**src/rtl/core/pbrb_pkg.sv**
```systemverilog
package pbrb_pkg;

  localparam int DEPTH_DEFAULT        = 1024;
  localparam int MAX_TRANSFER_DEFAULT = 64;

  localparam int FUNC_W   = 2;
  localparam int DATA_W   = 8;
  localparam int AMOUNT_W = 7;
  localparam int LEVEL_W  = 10;

  localparam logic [FUNC_W-1:0] FUNC_PUT_REQ  = 2'd0;
  localparam logic [FUNC_W-1:0] FUNC_PUT_BYTE = 2'd1;
  localparam logic [FUNC_W-1:0] FUNC_PEEK     = 2'd2;
  localparam logic [FUNC_W-1:0] FUNC_GET      = 2'd3;

  typedef enum logic [1:0] {
    CMD_STATUS,
    CMD_WRITE,
    CMD_READ
  } cmd_kind_t;

  // Everything the back end needs for one command, except the ring address.
  typedef struct packed {
    cmd_kind_t            kind;
    logic                 ok;
    logic [DATA_W-1:0]    data;
    logic [AMOUNT_W-1:0]  count;
    logic [LEVEL_W-1:0]   fill;
    logic [LEVEL_W-1:0]   free;
  } cmd_info_t;

endpackage

```
**src/rtl/core/pbrb_front.sv**
```systemverilog
module pbrb_front #(
  parameter int DEPTH        = pbrb_pkg::DEPTH_DEFAULT,
  parameter int MAX_TRANSFER = pbrb_pkg::MAX_TRANSFER_DEFAULT,
  parameter int AW           = $clog2(DEPTH)
) (
  input  logic                              clk,
  input  logic                              rst_n,
  input  logic                              in_push,
  output logic                              in_full,
  input  logic [pbrb_pkg::FUNC_W-1:0]       in_func,
  input  logic [pbrb_pkg::DATA_W-1:0]       in_data,
  input  logic [pbrb_pkg::AMOUNT_W-1:0]     in_amount,
  output logic                              q_push,
  input  logic                              q_full,
  output pbrb_pkg::cmd_info_t               q_info,
  output logic [AW-1:0]                     q_addr
);
  import pbrb_pkg::*;

  localparam int CW = ((AW > AMOUNT_W) ? AW : AMOUNT_W) + 1;
  localparam int FW = (AW > LEVEL_W) ? AW : LEVEL_W;

  logic [AW-1:0]       wr_r, wr_nxt;
  logic [AW-1:0]       rd_r, rd_nxt;
  logic [AMOUNT_W-1:0] put_rem_r, put_rem_nxt;
  logic                accept;
  logic [AW-1:0]       fill_now, space_now, fill_new, space_new;
  logic [FW-1:0]       fill_ext, space_ext;
  logic                amt_in_range, fits_space, fits_fill;

  assign in_full = q_full;
  assign accept  = in_push && !q_full;

  assign fill_now     = wr_r - rd_r;
  assign space_now    = rd_r - wr_r - AW'(1);
  assign amt_in_range = CW'(in_amount) <= CW'(MAX_TRANSFER);
  assign fits_space   = CW'(in_amount) <= CW'(space_now);
  assign fits_fill    = CW'(in_amount) <= CW'(fill_now);

  always_comb begin
    wr_nxt      = wr_r;
    rd_nxt      = rd_r;
    put_rem_nxt = put_rem_r;
    q_push      = 1'b0;
    q_info.kind = CMD_STATUS;
    q_info.ok   = 1'b0;
    q_info.data = in_data;
    q_info.count = in_amount;
    q_addr      = rd_r;
    if (accept) begin
      unique case (in_func)
        FUNC_PUT_REQ: begin
          q_push    = 1'b1;
          q_info.ok = amt_in_range && fits_space;
          put_rem_nxt = (amt_in_range && fits_space) ? in_amount : '0;
        end
        FUNC_PUT_BYTE: begin
          // A byte with no reservation behind it is dropped silently.
          if (put_rem_r != '0) begin
            q_push      = 1'b1;
            q_info.kind = CMD_WRITE;
            q_info.ok   = 1'b1;
            q_addr      = wr_r;
            wr_nxt      = wr_r + AW'(1);
            put_rem_nxt = put_rem_r - AMOUNT_W'(1);
          end
        end
        FUNC_PEEK, FUNC_GET: begin
          q_push = 1'b1;
          if (amt_in_range && fits_fill) begin
            q_info.ok = 1'b1;
            if (in_amount != '0) begin
              q_info.kind = CMD_READ;
              if (in_func == FUNC_GET) begin
                rd_nxt = rd_r + AW'(in_amount);
              end
            end
          end
        end
        default: ;
      endcase
    end
    fill_new    = wr_nxt - rd_nxt;
    space_new   = rd_nxt - wr_nxt - AW'(1);
    fill_ext    = FW'(fill_new);
    space_ext   = FW'(space_new);
    q_info.fill = fill_ext[LEVEL_W-1:0];
    q_info.free = space_ext[LEVEL_W-1:0];
  end

  always_ff @(posedge clk) begin
    if (!rst_n) begin
      wr_r      <= '0;
      rd_r      <= '0;
      put_rem_r <= '0;
    end else begin
      wr_r      <= wr_nxt;
      rd_r      <= rd_nxt;
      put_rem_r <= put_rem_nxt;
    end
  end

endmodule

```
**config.mk**
```make
export PLATFORM = sky130hd
export DESIGN_NAME = pbrb_front
export DESIGN_NICKNAME = d
export VERILOG_FILES = /design/src/rtl/core/pbrb_pkg.sv /design/src/rtl/core/pbrb_front.sv
export SDC_FILE = /design/constraint.sdc
export NUM_CORES = 1
export LEC_CHECK = 0
export BUFFER_PORTS_ARGS = -buffer_cell sky130_fd_sc_hd__buf_2
export CAP_MARGIN = 25
export CORE_MARGIN = 3
export CORE_UTILIZATION = 50
export CTS_BUF_LIST = sky130_fd_sc_hd__clkbuf_2
export CTS_CLUSTER_DIAMETER = 150
export CTS_CLUSTER_SIZE = 16
export DETAILED_ROUTE_END_ITERATION = 6
export PLACE_DENSITY = 0.76
export SYNTH_ARGS = -nofsm -noshare
export SYNTH_HDL_FRONTEND = slang
export SYNTH_SLANG_ARGS = --single-unit
```
**constraint.sdc**
```tcl
create_clock -name clk -period 5.95 [get_ports clk]
set_clock_uncertainty 0.1 [all_clocks]
set_input_delay 0.595 -clock clk [delete_from_list [all_inputs] [get_ports clk]]
set_output_delay 0.595 -clock clk [all_outputs]
set_load 0.01 [all_outputs]
```
---- After elaboration in Yosys (flattened, before gate mapping) ----
Index checks and enable logic that the tools add are counted.
cells by class
  add/sub/neg operators ................... 9
  div/mod/pow operators ................... 0
  eq/ne operators ......................... 4
  bitwise logic cells ..................... 0
  $mul .................................... 0
  shifts and indexed selects .............. 0
  order comparisons ....................... 3
  mux-type cells .......................... 23
  reduce and logical (&&, ||, !) cells .... 11
operators with widths
  kind                   count
  $mux 10                11
  $sub 10x10->10         4
  $le 7x10->1            2
  $sub 10x1->10 const B  2
  $mux 7                 2
  $pmux 7 s2             1
  $reduce_bool 7->1      2
  $add 10x1->10 const B  1
  $add 10x7->10          1
  $le 7x7->1 const B     1
  $sub 7x1->7 const B    1
  $mux 3                 2
  $eq 2x2->1 const B     2
  $mux 2                 2
  $pmux 2 s2             1
  $logic_and 1x1->1      3
  $pmux 1 s3             1
  $reduce_and 3->1       1
  $reduce_or 3->1        1
  $eq 2x1->1 const B     1
  $logic_not 2->1        1
  $mux 1                 2
  $ne 2x2->1 const B     1
  $pmux 1 s2             1
  3 further kinds        3
storage, ports and cells
  word-level logic and storage cells ...... 53
  memory bits (read-only) ................. 0
  register bits after elaboration ......... 27
  latch bits .............................. 0
  output and inout port bits .............. 50
  bits in writable memories ............... 0
  memories kept ........................... 0

---- Logic depth before layout (Yosys ltp) ----
  word-level depth ........................ 8
  mapped depth ............................ 26

---- Least setup slack after synthesis ----
No wires, ideal clock.
  path kind ............................... reg-to-output
  start ................................... register wr_r[0]
  end ..................................... output port q_info[9] in the netlist's numbering
  setup slack ............................. -138 ps
  buffers on the path ..................... 0
  cell stages (with the launch flop) ...... 27
  arrival ................................. 5393 ps
  path through ............................ dfxtp_1 > inv_1 > ha_1 > inv_1 > fa_1 > a31o_2 > a21o_1 > a21oi_1 > xor2_1 > ha_1 > inv_1 > a221oi_1 > o22ai_1 > nor4_1 > a31oi_4 > nand2_4 > mux2i_1 > inv_1 > ha_1 > a21o_1 > a21oi_1 > o21bai_1 > a21oi_1 > inv_1 > a221o_1 > a21oi_1 > xor2_1
RTL lines
  element                   line              RTL
  start: declaration        pbrb_front.sv:23  logic [AW-1:0] wr_r, wr_nxt;
  start signal: assignment  pbrb_front.sv:97  wr_r <= wr_nxt;
  end: declaration          pbrb_front.sv:15  output pbrb_pkg::cmd_info_t q_info,

==> out/qor.csv <==
metric,value,unit
IO Port Bufs,54,
Sw Pwr,162.8,uW
#FFs+latches synth,27,
Final setup viols,5,
status,"complete, but fails checks",
clock share of power,16.9,%
CTS Root Cell,clkbuf_2,
Placer Congestion,0.9325,
multi-input logic area,3039,um2
Hold Path Stages,2,
Mapped Nets,562,
Final Hold Vio Count,0,
DIE WIDTH,92.23,um
Main synth FF type,dfxtp_1,
register-to-register setup slack,2.17,ns
global route overflow,0,
R2R cell count,16,
combinational share of power,41.9,%
maximum clock frequency,163.2,MHz
CP Class,flop to primary output,
vias in the first global route,3440,
post-synth top area share,19.19,%
Antenna Violating Nets Remaining,0,
pre-CTS setup slack,-0.1851,ns
first-pass GRT wire length,16.71,mm
WP data arrival,5.43,ns
Register Area,554.3,um2
r2r startpoint,wr_r[2],
switching share of power,36.05,%
max_cap viols,0,
Min Hold Slack,0.4024,ns
Post-Synthesis Cells,481,
largest net degree at the start of global routing,32,
Worst Hold Path EP,put_rem_r[6],
DRC,0,
Placed Area,4043,um2
clk buf depth,2,
nets,632,
initial DRC count,160,
Leak,2.280,nW
post-layout min period,6.126,ns
drt pass-1 iters,5,
share of post-route cells with drive strength above 1,31.64,%
Critical Path RT,5.26,ns
register area share after synthesis,14.54,%
fin crit share,103.0,%
Syn Std Cell Area,3717,um2
vias per cell,5.639,
Synthesis Warnings,0,
Post-synth ARST share,0,%
Initial Util,53.24,%
DR WL/cell,16.57,um
Max Slew Vio Count,0,
CTS Sinks,27,
"Clk Latency, worst-skew pair",0.38,ns
power density over cell area,99.04,nW/um2
cell taking the most area after synthesis,ha_1,
initial antenna violation count,0,
worst r2r dst,rd_r[4],
row count,30,
post-synth cell types,59,
Flop pwr share,41.3,%
Crit Path Max Fanout,6,
Die Y,92.23,um
Die ar.,8505,um2
post-layout util,65.30,%
setup slack after layout,-0.1760,ns
cell internal pwr,288.7,uW
Routed WL,10.70,mm
fill count,622,
CTS tree,yes,
io pins,71,
"Reg clk slew, reported paths",0.27,ns
Worst Min Path Start,put_rem_r[6],
Total GRT Usage,24.00,%
Worst slew margin,57.61,%
Hold Path Class,flop to flop,
failing checks,setup timing,
Final Cell Area,4559,um2
Worst setup EP type,primary output,
Area Growth Syn to Fin,22.65,%
"EDFF count, synth",0,
number of diodes,0,
startpoint type of the worst setup path,flop,
"top cells by area, synth","ha_1, dfxtp_1, xnor2_1",
actual slew at the worst max-slew pin,0.6346,ns
"top cells by count, synth","ha_1, inv_1, a21oi_1, o21ai_0, xnor2_1",
dpl hpwl,7.571,mm
CTS Buf Count,3,
RSZ-0062 raised after global routing,true,
syn avg cell area,7.728,um2
core area,6982,um2
H-Tree Depth,1,
most common cell in the netlist,ha_1,
via count,3643,
VDD IR-drop max,0.00006641,V
## per-layer routing
metal / vias up / global-route usage (%) / share of wire (%)
met2: 133 / 40.88 / 48
li1: 1762 / - / -
met1: 1726 / 32.54 / 45
met3: 22 / 1.723 / 4.9
met5: - / 0 / 0
met4: 0 / 6.683 / 2.2
## layout by cell type, fill, tap and decap left out, types with 19 or more instances in the layout
master	instances
a21o_1	19
buf_4	41
ha_1	46
inv_1	51
a21oi_1	23
buf_2	54
nor2b_1	21
o21ai_0	31
nor2_1	21
nand2_1	26
xnor2_1	28
## power by group through the flow
stage               registers (mW)  logic [mW]  clock network, mW
detailed placement           0.190       0.155                  0
finish                       0.186       0.189             0.0761
floorplan                    0.189       0.114                  0
CTS                          0.186       0.171             0.0753
global route                 0.187       0.206             0.0807
global placement             0.190       0.151                  0
## cells by family after synthesis
group	Yosys count	synth area share [%]
mux	7	2.019
flops	27	14.54
buf+inv	90	10.91
simple gates	128	19.15
fa+ha+maj	60	20.80
compound gates	122	21.10
xor+xnor	47	11.48
## per-stage QoR
step / setup TNS, ns / total power [mW] / instances
global route: -2.331 / 0.4736 / 646
finish: -0.3825 / 0.4516 / 646
global placement: -0.006182 / 0.3402 / 614
CTS: -0.2291 / 0.4333 / 636
detailed placement: -0.3285 / 0.3445 / 614
floorplan: 0 / 0.3035 / 481
## worst max-delay path, stage by stage, from the launching register on
cell and delay [ns]:
dfxtp_2 0.43, inv_1 0.10, ha_1 0.36, and3_4 0.19, o21ai_4 0.07, nand2_1 0.09, xnor2_1 0.13, ha_1 0.36
nand4_1 0.17, a221oi_2 0.35, o22ai_2 0.14, nor4_4 0.30, a31oi_4 0.17, nand2_4 0.15, buf_6 0.11, mux2_4 0.30
ha_4 0.18, a21o_1 0.19, a21oi_2 0.17, o21bai_1 0.11, a21oi_2 0.17, inv_1 0.07, a221o_1 0.32, a21oi_2 0.13
xor2_1 0.15, buf_2 0.14
## repair_timing
item                                    in CTS  in global routing
endpoints found under the setup margin      12                 13
pin swaps                                   28                 30
hold buffers                                 0                  0
setup buffers                               18                 12
gates resized for setup                     30                 41
## registers in the layout, summed over array words and instances (netlist names)
name and flops:
wr_r 10, put_rem_r 7, rd_r 10
## final cells by class
| cell class | instances | share of cell area, % |
|---|---|---|
| inverter | 57 | 4.693 |
| multi-input combinational | 364 | 66.66 |
| timing repair buffer | 98 | 13.42 |
| tap | 96 | 2.634 |
| sequential | 27 | 12.16 |
| clock buffer | 4 | 0.4391 |
## how the worst max path moves through the flow
stage	to	slack (ns)	depth (start not counted)	start
after floorplan	q_info[9]	0.03	26	wr_r[0]
after global placement	q_info[9]	-0.006	27	wr_r[0]
after detailed placement	q_info[9]	-0.19	27	wr_r[0]
after CTS	q_info[19]	-0.11	28	wr_r[0]
after global routing	q_info[19]	-0.39	26	wr_r[3]
final	q_info[9]	-0.18	25	wr_r[2]
Note: power is estimated with default switching activity, not from simulation.
