**config.mk**
```make
export PLATFORM = sky130hd
export DESIGN_NAME = pbrb_cmd_queue
export DESIGN_NICKNAME = d
export VERILOG_FILES = /design/src/rtl/core/pbrb_pkg.sv /design/src/rtl/core/pbrb_cmd_queue.sv
export SDC_FILE = /design/constraint.sdc
export NUM_CORES = 1
export LEC_CHECK = 0
export BUFFER_PORTS_ARGS = -buffer_cell sky130_fd_sc_hd__clkbuf_2
export CAP_MARGIN = 20
export CORE_MARGIN = 3
export CORE_UTILIZATION = 52
export CTS_BUF_LIST = sky130_fd_sc_hd__clkbuf_4 sky130_fd_sc_hd__clkbuf_8 sky130_fd_sc_hd__clkbuf_16
export DETAILED_ROUTE_END_ITERATION = 8
export PLACE_DENSITY = 0.78
export SYNTH_ARGS = -nofsm -noshare
export SYNTH_HDL_FRONTEND = slang
export SYNTH_SLANG_ARGS = --single-unit
```
**constraint.sdc**
```tcl
create_clock -name clk -period 4.1 [get_ports clk]
set_input_delay 0.615 -clock clk [delete_from_list [all_inputs] [get_ports clk]]
set_output_delay 0.615 -clock clk [all_outputs]
set_load 0.1 [all_outputs]
```
**src/rtl/core/pbrb_pkg.sv**
```systemverilog
package pbrb_pkg;

  localparam int DEPTH_DEFAULT        = 1024;
  localparam int MAX_TRANSFER_DEFAULT = 64;

  localparam int FUNC_W   = 2;
  localparam int DATA_W   = 8;
  localparam int AMOUNT_W = 7;
  localparam int LEVEL_W  = 10;

  localparam logic [FUNC_W-1:0] FUNC_PUT_REQ  = 2'd0;
  localparam logic [FUNC_W-1:0] FUNC_PUT_BYTE = 2'd1;
  localparam logic [FUNC_W-1:0] FUNC_PEEK     = 2'd2;
  localparam logic [FUNC_W-1:0] FUNC_GET      = 2'd3;

  typedef enum logic [1:0] {
    CMD_STATUS,
    CMD_WRITE,
    CMD_READ
  } cmd_kind_t;

  // Everything the back end needs for one command, except the ring address.
  typedef struct packed {
    cmd_kind_t            kind;
    logic                 ok;
    logic [DATA_W-1:0]    data;
    logic [AMOUNT_W-1:0]  count;
    logic [LEVEL_W-1:0]   fill;
    logic [LEVEL_W-1:0]   free;
  } cmd_info_t;

endpackage

```
**src/rtl/core/pbrb_cmd_queue.sv**
```systemverilog
module pbrb_cmd_queue #(
  parameter int AW = 10
) (
  input  logic                 clk,
  input  logic                 rst_n,
  input  logic                 push,
  output logic                 full,
  input  pbrb_pkg::cmd_info_t  push_info,
  input  logic [AW-1:0]        push_addr,
  output logic                 valid,
  input  logic                 pop,
  output pbrb_pkg::cmd_info_t  head_info,
  output logic [AW-1:0]        head_addr
);
  import pbrb_pkg::*;

  localparam int DEPTH_Q = 2;

  cmd_info_t     info_r [DEPTH_Q];
  logic [AW-1:0] addr_r [DEPTH_Q];
  logic          wp_r, rp_r;
  logic [1:0]    cnt_r;
  logic          do_push, do_pop;

  assign full      = cnt_r == 2'(DEPTH_Q);
  assign valid     = cnt_r != '0;
  assign do_push   = push && !full;
  assign do_pop    = pop && valid;
  assign head_info = info_r[rp_r];
  assign head_addr = addr_r[rp_r];

  always_ff @(posedge clk) begin
    if (do_push) begin
      info_r[wp_r] <= push_info;
      addr_r[wp_r] <= push_addr;
    end
  end

  always_ff @(posedge clk) begin
    if (!rst_n) begin
      wp_r  <= 1'b0;
      rp_r  <= 1'b0;
      cnt_r <= '0;
    end else begin
      if (do_push) wp_r <= !wp_r;
      if (do_pop)  rp_r <= !rp_r;
      cnt_r <= cnt_r + 2'(do_push) - 2'(do_pop);
    end
  end

endmodule

```
* Word-level counts from Yosys, hierarchy flattened
Memory sizes are Yosys's and may differ from the RTL's. A register that Yosys moved wholly into a read port is not among the register bits. Index checks and enable logic that the tools add are counted.
Word-level totals: flip-flop bits (word level) 4, latch bits 0, RAM bits 96, bits in read-only memories 0, output and inout bits 50, word-level logic and storage cells 20, memories kept 2
Cells by class: $add $sub $neg 2, multiply operators 0, div/mod/pow operators 0, magnitude comparators 0, eq/ne operators 1, shift operators 0, mux-type cells 6, bitwise gates (word level) 0, reduce and logical (&&, ||, !) cells 6
Memories:
- info_r | words 2, width 38, rd ports 1, clocked after Yosys merged registers in 1, write ports 1, RTL line pbrb_cmd_queue.sv:19 | cmd_info_t info_r [DEPTH_Q];
- addr_r | words 2, width 10, rd ports 1, clocked after Yosys merged registers in 1, write ports 1, RTL line pbrb_cmd_queue.sv:20 | logic [AW-1:0] addr_r [DEPTH_Q];
Operators by type and width (count):
- $mux W1 | 6
- $logic_not A1 Y1 | 3
- $add A2 B1 Y2 | 1
- $eq A2 B2 Y1 const B | 1
- $logic_and A1 B1 Y1 | 2
- $reduce_bool A2 Y1 | 1
- $sub A2 B1 Y2 | 1

* Logic depth before layout (Yosys ltp)
Gate-level depths: netlist of run 1.
depth in word-level cells 5, mapped depth 8

* Least setup slack after synthesis of run 1
No wires, ideal clock.
path type input to register, start input port push, end memory addr_r[0][0] (enable), arrival time 2724 ps, data required time 3646 ps, setup slack 923 ps, cell stages on the path 2, buffers on the path 0, cells stage by stage nand2_1 nor2_1
Between the ends: longest elaborated chain between the ends 3
RTL lines:
- start: declaration | RTL line pbrb_cmd_queue.sv:6 | input logic push,
- $logic_and A1 B1 Y1 | RTL line pbrb_cmd_queue.sv:27 | assign do_push = push && !full;
- $mux W1 | RTL line pbrb_cmd_queue.sv:33 | if (do_push) begin
- $mux W1 (not written as such) | RTL line pbrb_cmd_queue.sv:35 | addr_r[wp_r] <= push_addr;
- end: declaration | RTL line pbrb_cmd_queue.sv:20
No other way between the ends.

==> impl_metrics.py, run 1 <==
metrics = {
    "logic_synthesis": {
        "synthesis.area_per_instance_um2": 21.58,
        "synth.cell_area_um2": 3776,
        "synth.yosys.warnings": 0,
        "yosysTopAreaCell": "sky130_fd_sc_hd__edfxtp_1",
        "yosys.cell_types.count": 18,
        "netlist_top_cells_area": "sky130_fd_sc_hd__edfxtp_1, sky130_fd_sc_hd__mux2_2, sky130_fd_sc_hd__mux2_4",
        "share_of_the_synthesized_area_in_the_top_cell_type_pct": 76.34,
        "yosys_register_bits": 101,
        "synth_fp_nets": 229,
        "synth-seq-area-share_pct": 78.99,
        "syn_inst": 175,
    },
    "min_path": {
        "worst_hold_path_type": "input port to register",
        "min_delay_path_depth": 1,
    },
    "routing": {
        "viasPerCell": 4.845,
        "route.detailed.drc": 0,
        "vias": 1870,
        "number_of_iterations_in_the_first_detailed_routing_pass": 4,
        "totalWireLength_um": 5857,
        "count_of_antenna_violating_nets_left_after_detailed_routing": 0,
        "drt_first_iter_violations": 115,
        "routedWlPerCell_um": 15.17,
    },
    "finish": {
        "final_net_count": 339,
        "layout.cells.most_common": "sky130_fd_sc_hd__clkbuf_2",
        "combined_area_of_the_multi_input_logic_cells_um2": 747.0,
        "num_antenna_cells": 0,
        "n_fill_cell": 499,
        "design_area_um2": 4626,
        "final_cell_mix": "sky130_fd_sc_hd__clkbuf_2, sky130_fd_sc_hd__edfxtp_1, sky130_fd_sc_hd__mux2_2, sky130_fd_sc_hd__mux2_4, sky130_fd_sc_hd__clkbuf_8",
        "areaGrowthSynthToFinish_pct": 22.50,
        "final_layout_size_suffix_gt1_share_pct": 58.97,
        "sequential_area_um2": 2984,
    },
    "sta": {
        "rsz0062_at_grt": "false",
        "tns_ns": 0,
        "top_achievable_clock_speed_ghz": 0.3494,
        "setup_viol": 0,
        "max-slew-margin-rel_pct": 56.20,
        "timing_hold_violations_final": 0,
        "min_period_ns": 2.862,
        "max_slew.worst_pin.slew_ns": 0.6554,
        "clock_tree_skew_after_final_layout_ns": 0.005642,
        "final.hold.worst_slack_ns": 0.4507,
        "postLayoutSetupSlackWorst_ns": 1.238,
        "fin_crit_sh_pct": 69.81,
        "drv_slew": 0,
    },
    "clocking": {
        "clock_sink_count": 101,
        "cts-htree-levels": 3,
        "tritoncts.num_buffers": 9,
        "clock_insertion_delay_worst_skew_ns": 0.34,
        "cts.path.max_buffers": 2,
        "worst_setup_hold_path_clk_slew_ns": 0.09,
        "cts_tree": "yes",
        "cts_hold_buffers": 0,
        "cts-resized-gates": 0,
        "cts-root-buf": "sky130_fd_sc_hd__clkbuf_8",
        "cts_setup_buffers": 0,
    },
    "global_route": {
        "antenna_found_initial": 0,
        "gr-usage-all-layers_pct": 14.85,
        "largest_net_degree_at_the_start_of_global_routing": 49,
        "overflow_left_after_global_routing": 0,
        "grt_pass1_vias": 1973,
        "grt_pass1_wl_um": 9301,
    },
    "worst_setup_path": {
        "critical_path.endpoint_type": "primary output",
        "worstPathRequired_ns": 3.48,
        "reg2reg_depth": 4,
        "worstPathArrival_ns": 2.25,
        "critical-path-max-stage-delay_ns": 0.60,
        "list_of_cells_traversed_by_the_critical_path": "buf_4 > mux2_2 > clkbuf_2",
        "worstSetupStartpointType": "register",
        "cpMaxStageDelayCell": "sky130_fd_sc_hd__dfxtp_2",
        "cp_max_fo": 31,
        "setup_cp_type": "register to primary output",
    },
    "placement": {
        "dpl.hpwl_um": 4051,
        "routabilityCongestion": 0.7397,
        "post_dp_cell_area_um2": 4383,
        "pre_cts_ws_ns": 1.595,
        "placement.io_buffers": 101,
    },
    "job": {
        "max_cap_violations": 0,
    },
    "outcome": {
        "run_status": "finished, final reports clean",
    },
    "floorplan": {
        "floorplan.core_area_um2": 6907,
        "die-area_um2": 8320,
        "io_pins": 102,
        "die_width_um": 91.22,
        "num_rows": 30,
        "die_h_um": 91.22,
        "floorplan.initialDensity_pct": 54.67,
    },
}
## registers in the layout (all words and copies together) (netlist names), named ones only
register / cells
addr_r: 20
cnt_r: 2
info_r: 76
rp_r: 1
wp_r: 1
## routing by layer
metal	part of all wire [%]	vias up	routed length (µm)	track usage, %
met5	0	-	0	0
met4	0.75	0	44	6.784
met3	7.7	5	452	4.805
met2	49	77	2887	24.16
met1	42	886	2473	18.10
li1	-	902	-	-
## path summary, 6_finish.rpt
| path | from | to | slack (ns) |
|---|---|---|---|
| worst min-delay path | push_info[16] | info_r[1][16] | 0.45 |
| worst max-delay path | register | head_info[0] | 1.24 |
| worst min register to register | rp_r | rp_r | 0.52 |
| worst max register to register | cnt_r[0] | info_r[0][5] | 2.09 |
## cells by family after synthesis
| group | Yosys count | share of synthesized area (%) |
|---|---|---|
| compound gates | 1 | 0.1989 |
| xor+xnor | 3 | 0.6960 |
| mux | 49 | 16.57 |
| fa+ha+maj | 2 | 0.6626 |
| flops | 101 | 78.99 |
| simple gates | 11 | 1.425 |
| buf+inv | 8 | 1.458 |
## synth_stat cells
| library cell | count |
|---|---|
| sky130_fd_sc_hd__edfxtp_1 | 96 |
| sky130_fd_sc_hd__mux2_2 | 28 |
| sky130_fd_sc_hd__mux2_4 | 20 |
| sky130_fd_sc_hd__dfxtp_1 | 5 |
| sky130_fd_sc_hd__nor2_1 | 4 |
| sky130_fd_sc_hd__buf_6 | 3 |
| sky130_fd_sc_hd__inv_1 | 3 |
| sky130_fd_sc_hd__buf_2 | 2 |
| sky130_fd_sc_hd__ha_1 | 2 |
| sky130_fd_sc_hd__nand2_1 | 2 |
| sky130_fd_sc_hd__nand2b_1 | 2 |
| sky130_fd_sc_hd__xnor2_1 | 2 |
| sky130_fd_sc_hd__and2_1 | 1 |
| sky130_fd_sc_hd__and3_1 | 1 |
| sky130_fd_sc_hd__mux2i_1 | 1 |
| sky130_fd_sc_hd__o21a_1 | 1 |
| sky130_fd_sc_hd__or2_2 | 1 |
| sky130_fd_sc_hd__xor2_1 | 1 |
## critical path: cells and delay by family, from the launching register on
| family | cells | cell delay (ns) |
|---|---|---|
| buffers and inverters | 2 | 0.89 |
| multiplexers | 1 | 0.40 |
| flip-flops | 1 | 0.60 |
## final cells by class
type	count	share of cell area (%)
inverter	3	0.2434
timing repair buffer	104	11.69
sequential	101	64.51
clock inverter	7	2.137
multi-input combinational	66	16.15
clock buffer	9	2.678
tap	96	2.597
## through the flow
step,std cells,util [%]
finish,386,66.97
global route,386,66.97
CTS,385,66.68
detailed placement,369,63.46
global placement,369,63.46
floorplan,175,-
Power of run 1 is left out: the tool's default activity adds up to more than one toggle a clock period on the data nets, which glitch-free logic cannot reach.
==> run 2: changes to the inputs <==
--- a/config.mk
+++ b/config.mk
@@ -8,10 +8,10 @@
 export BUFFER_PORTS_ARGS = -buffer_cell sky130_fd_sc_hd__clkbuf_2
 export CAP_MARGIN = 20
 export CORE_MARGIN = 3
-export CORE_UTILIZATION = 52
+export CORE_UTILIZATION = 47
 export CTS_BUF_LIST = sky130_fd_sc_hd__clkbuf_4 sky130_fd_sc_hd__clkbuf_8 sky130_fd_sc_hd__clkbuf_16
 export DETAILED_ROUTE_END_ITERATION = 8
-export PLACE_DENSITY = 0.78
+export PLACE_DENSITY = 0.75
 export SYNTH_ARGS = -nofsm -noshare
 export SYNTH_HDL_FRONTEND = slang
 export SYNTH_SLANG_ARGS = --single-unit
==> constraint.sdc (replaced) <==
create_clock -name clk -period 2.33 [get_ports clk]
set_input_delay 0.3495 -clock clk [delete_from_list [all_inputs] [get_ports clk]]
set_output_delay 0.3495 -clock clk [all_outputs]
set_load 0.1 [all_outputs]
==> impl_metrics.py, run 2 (synthesis gave the netlist of run 1 again) <==
metrics = {
    "floorplan": {
        "die_width_um": 95.64,
        "floorplan.initialDensity_pct": 48.61,
        "die-area_um2": 9146,
        "die_h_um": 95.64,
        "floorplan.core_area_um2": 7767,
        "num_rows": 32,
        "io_pins": 102,
    },
    "global_route": {
        "grt_pass1_wl_um": 9459,
        "antenna_found_initial": 0,
        "overflow_left_after_global_routing": 0,
        "gr-usage-all-layers_pct": 13.92,
        "largest_net_degree_at_the_start_of_global_routing": 28,
        "grt_pass1_vias": 1976,
    },
    "worst_setup_path": {
        "worstPathArrival_ns": 1.79,
        "worst_r2r_startpoint": "cnt_r[0]",
        "worstPathRequired_ns": 1.98,
        "worstSetupStartpointType": "register",
        "cp_max_fo": 23,
        "critical_path.endpoint_type": "primary output",
        "setup_cp_type": "register to primary output",
    },
    "finish": {
        "areaGrowthSynthToFinish_pct": 22.20,
        "final_cell_mix": "sky130_fd_sc_hd__clkbuf_2, sky130_fd_sc_hd__edfxtp_1, sky130_fd_sc_hd__mux2_2, sky130_fd_sc_hd__mux2_4, sky130_fd_sc_hd__clkbuf_8",
        "reg_top3": "info_r (76), addr_r (20), cnt_r (2)",
        "n_fill_cell": 619,
        "final_layout_size_suffix_gt1_share_pct": 59.73,
        "regMostFlops": "info_r",
        "combined_area_of_the_multi_input_logic_cells_um2": 747.0,
        "num_antenna_cells": 0,
        "sequential_area_um2": 2984,
        "largest_reg_flops": 76,
        "layout.cells.most_common": "sky130_fd_sc_hd__clkbuf_2",
        "final_net_count": 342,
    },
    "sta": {
        "top_achievable_clock_speed_ghz": 0.4669,
        "min_period_ns": 2.142,
        "fin_crit_sh_pct": 91.92,
        "clock_tree_skew_after_final_layout_ns": 0.008569,
        "rsz0062_at_grt": "false",
        "max-slew-margin-rel_pct": 63.46,
        "tns_ns": 0,
        "timing_hold_violations_final": 0,
        "max_slew.worst_pin.slew_ns": 0.5504,
        "drv_slew": 0,
        "setup_viol": 0,
    },
    "outcome": {
        "run_status": "finished, final reports clean",
    },
    "routing": {
        "drt_first_iter_violations": 77,
        "routedWlPerCell_um": 15.10,
        "vias": 1898,
        "viasPerCell": 4.805,
        "count_of_antenna_violating_nets_left_after_detailed_routing": 0,
        "totalWireLength_um": 5964,
        "number_of_iterations_in_the_first_detailed_routing_pass": 4,
        "route.detailed.drc": 0,
    },
    "clocking": {
        "tritoncts.num_buffers": 9,
        "cts-resized-gates": 0,
        "cts-root-buf": "sky130_fd_sc_hd__clkbuf_8",
        "cts.path.max_buffers": 2,
        "cts_hold_buffers": 0,
        "cts-htree-levels": 3,
        "cts_tree": "yes",
        "cts_setup_buffers": 0,
        "clock_insertion_delay_worst_skew_ns": 0.36,
        "worst_setup_hold_path_clk_slew_ns": 0.10,
        "clock_sink_count": 101,
    },
    "min_path": {
        "worst_hold_path_type": "input port to register",
        "hold_path.startpoint": "push_info[17]",
    },
    "placement": {
        "dpl.hpwl_um": 4149,
        "placement.io_buffers": 101,
        "routabilityCongestion": 0.7382,
    },
    "job": {
        "max_cap_violations": 0,
    },
}
[run 2: worst paths after layout]
kind	endpoint	slack, ns	cells past startpoint
max	head_info[4]	0.19	3
min	info_r[0][17]	0.17	1
max reg2reg	cnt_r[1]	0.70	8
min reg2reg	wp_r	0.52	2
[run 2: layer usage]
metal	GRT usage (%)	share of wire [%]	up-vias	wire [µm]
li1	-	-	901	-
met5	0	0	-	0
met3	5.762	7.9	7	474
met2	21.77	50	71	2973
met1	17.78	41	919	2451
met4	4.265	1.1	0	63
[run 2: critical path: stages, from the launching register on]
cell and delay [ns]:
sky130_fd_sc_hd__dfxtp_2 0.33, sky130_fd_sc_hd__buf_4 0.35, sky130_fd_sc_hd__mux2_2 0.38, sky130_fd_sc_hd__clkbuf_2 0.37
[run 2: through the flow]
stage               setup WS, ns  instance area (µm²)  std cells  utilization, %  hold slack, ns
CTS                       0.1383                 4614        395           59.41          0.1494
global route             0.08796                 4614        395           59.41          0.1530
global placement          0.5665                 4420        379           56.91          0.4961
floorplan                0.07865                 3779        175               -          0.4484
detailed placement        0.5426                 4420        379           56.91          0.5056
finish                    0.1883                 4614        395           59.41          0.1717
[run 2: area by class of cell]
cell class | count | share of cell area (%)
Sequential cell | 101 | 64.67
Tap cell | 102 | 2.766
Clock buffer | 9 | 2.684
Multi-Input combinational cell | 66 | 16.19
Clock inverter | 7 | 1.518
Timing Repair Buffer | 107 | 11.93
Inverter | 3 | 0.2440
Power of run 2 is left out for the same reason.
==> run 3: changes to the inputs <==
--- a/config.mk
+++ b/config.mk
@@ -8,10 +8,11 @@
 export BUFFER_PORTS_ARGS = -buffer_cell sky130_fd_sc_hd__clkbuf_2
 export CAP_MARGIN = 20
 export CORE_MARGIN = 3
-export CORE_UTILIZATION = 47
+export CORE_UTILIZATION = 52
 export CTS_BUF_LIST = sky130_fd_sc_hd__clkbuf_4 sky130_fd_sc_hd__clkbuf_8 sky130_fd_sc_hd__clkbuf_16
 export DETAILED_ROUTE_END_ITERATION = 8
-export PLACE_DENSITY = 0.75
+export GPL_TIMING_DRIVEN = 0
+export PLACE_DENSITY = 0.78
 export SYNTH_ARGS = -nofsm -noshare
 export SYNTH_HDL_FRONTEND = slang
 export SYNTH_SLANG_ARGS = --single-unit
==> constraint.sdc (replaced) <==
create_clock -name clk -period 2.1 [get_ports clk]
set_input_delay 0.315 -clock clk [delete_from_list [all_inputs] [get_ports clk]]
set_output_delay 0.315 -clock clk [all_outputs]
set_load 0.1 [all_outputs]
==> impl_metrics.py, run 3 (synthesis gave the netlist of run 1 again) <==
metrics = {
    "sta": {
        "top_achievable_clock_speed_ghz": 0.4966,
        "clock_tree_skew_after_final_layout_ns": 0.01208,
        "setup_viol": 0,
        "max_slew.worst_pin.slew_ns": 0.6632,
        "timing_hold_violations_final": 0,
        "drv_slew": 0,
        "fin_crit_sh_pct": 95.88,
        "rsz0062_at_grt": "false",
        "max-slew-margin-rel_pct": 55.68,
        "min_period_ns": 2.014,
    },
    "worst_setup_path": {
        "setup_cp_type": "register to primary output",
        "cpMaxStageDelayCell": "sky130_fd_sc_hd__mux2_2",
        "critical-path-max-stage-delay_ns": 0.37,
        "list_of_cells_traversed_by_the_critical_path": "buf_2 > mux2_2 > clkbuf_2",
        "cp_max_fo": 10,
        "cp_top_family": "buffers and inverters",
        "crit_reg_reg_endpoint": "info_r[0][6]",
        "worstPathArrival_ns": 1.70,
        "critical_path.n_buffers_inverters": 2,
        "critical_path.endpoint_type": "primary output",
        "r2r_setup_slack_ns": 0.28,
        "worstPathRequired_ns": 1.78,
        "worstSetupStartpointType": "register",
        "reg2reg_depth": 4,
        "worst_r2r_startpoint": "cnt_r[0]",
    },
    "placement": {
        "routabilityCongestion": 0.6823,
        "post_dp_cell_area_um2": 4451,
        "dpl.hpwl_um": 4202,
        "place.detailed.instances": 374,
        "placement.io_buffers": 101,
    },
    "finish": {
        "areaGrowthSynthToFinish_pct": 25.12,
        "design_area_um2": 4725,
        "layout.cells.most_common": "sky130_fd_sc_hd__edfxtp_1",
        "largest_reg_flops": 76,
        "post_layout_nonfiller_instances": 390,
        "final_net_count": 343,
        "num_antenna_cells": 0,
        "final_layout_size_suffix_gt1_share_pct": 59.52,
        "reg_top3": "info_r (76), addr_r (20), cnt_r (2)",
        "final_cell_mix": "sky130_fd_sc_hd__edfxtp_1, sky130_fd_sc_hd__clkbuf_2, sky130_fd_sc_hd__mux2_2, sky130_fd_sc_hd__mux2_4, sky130_fd_sc_hd__buf_2",
        "regMostFlops": "info_r",
    },
    "clocking": {
        "clock_insertion_delay_worst_skew_ns": 0.35,
        "cts.path.max_buffers": 2,
        "cts_setup_buffers": 0,
        "cts-htree-levels": 3,
        "worst_setup_hold_path_clk_slew_ns": 0.10,
        "cts_hold_buffers": 0,
        "tritoncts.num_buffers": 9,
        "clock_sink_count": 101,
        "cts_tree": "yes",
        "cts-root-buf": "sky130_fd_sc_hd__clkbuf_8",
    },
    "floorplan": {
        "die_width_um": 91.22,
        "num_rows": 30,
        "die_h_um": 91.22,
        "floorplan.initialDensity_pct": 54.67,
        "io_pins": 102,
        "floorplan.core_area_um2": 6907,
        "die-area_um2": 8320,
    },
    "min_path": {
        "worst_hold_path_type": "input port to register",
        "min_delay_path_depth": 1,
        "hold_path.startpoint": "push_addr[2]",
        "min_to": "addr_r[1][2]",
    },
    "global_route": {
        "overflow_left_after_global_routing": 0,
        "grt.busiest_layer": "met2",
        "groute.layer.met1.usage_pct": 17.84,
        "grt_pass1_wl_um": 9301,
        "largest_net_degree_at_the_start_of_global_routing": 31,
        "antenna_found_initial": 0,
        "grt.met2_usage_pct": 24.22,
        "use_met3_pct": 4.557,
        "gr-usage-all-layers_pct": 14.79,
        "grt_pass1_vias": 1934,
    },
    "routing": {
        "count_of_antenna_violating_nets_left_after_detailed_routing": 0,
        "vias": 1908,
        "totalWireLength_um": 5943,
        "route.detailed.drc": 0,
        "drt_first_iter_violations": 78,
        "number_of_iterations_in_the_first_detailed_routing_pass": 4,
        "viasPerCell": 4.892,
        "routedWlPerCell_um": 15.24,
    },
    "job": {
        "max_cap_violations": 0,
    },
    "outcome": {
        "run_status": "finished, final reports clean",
    },
}
run 3: metal layers:
metal	up-vias	wire length, µm
met5	-	0
met4	0	76
met3	6	368
met2	68	3035
met1	923	2463
li1	911	-
run 3: metrics by stage:
stage	setup WS, ns	hold WS (ns)	utilization, %	setup TNS [ns]
after detailed placement	0.2206	0.5072	64.44	0
after floorplan	0.01173	0.4139	-	0
after CTS	0.001274	0.1217	68.41	0
after global placement	-0.6178	0.4968	63.84	-32.44
after global routing	0.009096	0.1174	68.41	0
final	0.08650	0.1456	68.41	0
run 3: how the worst max path moves through the flow:
stage / slack [ns] / startpoint / depth (start not counted) / end
detailed placement: 0.22 / cnt_r[0] / 4 / addr_r[0][3]
finish: 0.09 / register / 3 / head_info[21]
floorplan: 0.01 / cnt_r[0] / 2 / addr_r[1][0]
global placement: -0.62 / cnt_r[0] / 2 / addr_r[1][3]
global route: 0.009 / register / 3 / head_info[21]
CTS: 0.001 / register / 4 / head_addr[8]
run 3: final cells by class:
type,count,area [µm²]
inverters,3,11.26
clock inverters,7,120.1
flip-flops and latches,101,2983
plain buffers,5,43.79
well taps,96,120.1
clock buffers,9,123.9
multi-input cells,66,747.0
fillers,511,2182
repair buffers,103,575.6
run 3: worst register-to-register path: stages (launching register included):
cell and delay (ns):
sky130_fd_sc_hd__dfxtp_1 0.39, sky130_fd_sc_hd__nand2b_1 0.16, sky130_fd_sc_hd__nand2_1 0.15, sky130_fd_sc_hd__nor2_4 0.55, sky130_fd_sc_hd__buf_12 0.28
run 3: what timing repair did:
action | 4_1_cts | 5_1_grt
gates cloned | 0 | 0
endpoints found under the setup margin | 12 | 18
endpoints found under the hold margin | 0 | 0
gates resized for setup | 12 | 18
Power of run 3 is left out for the same reason.
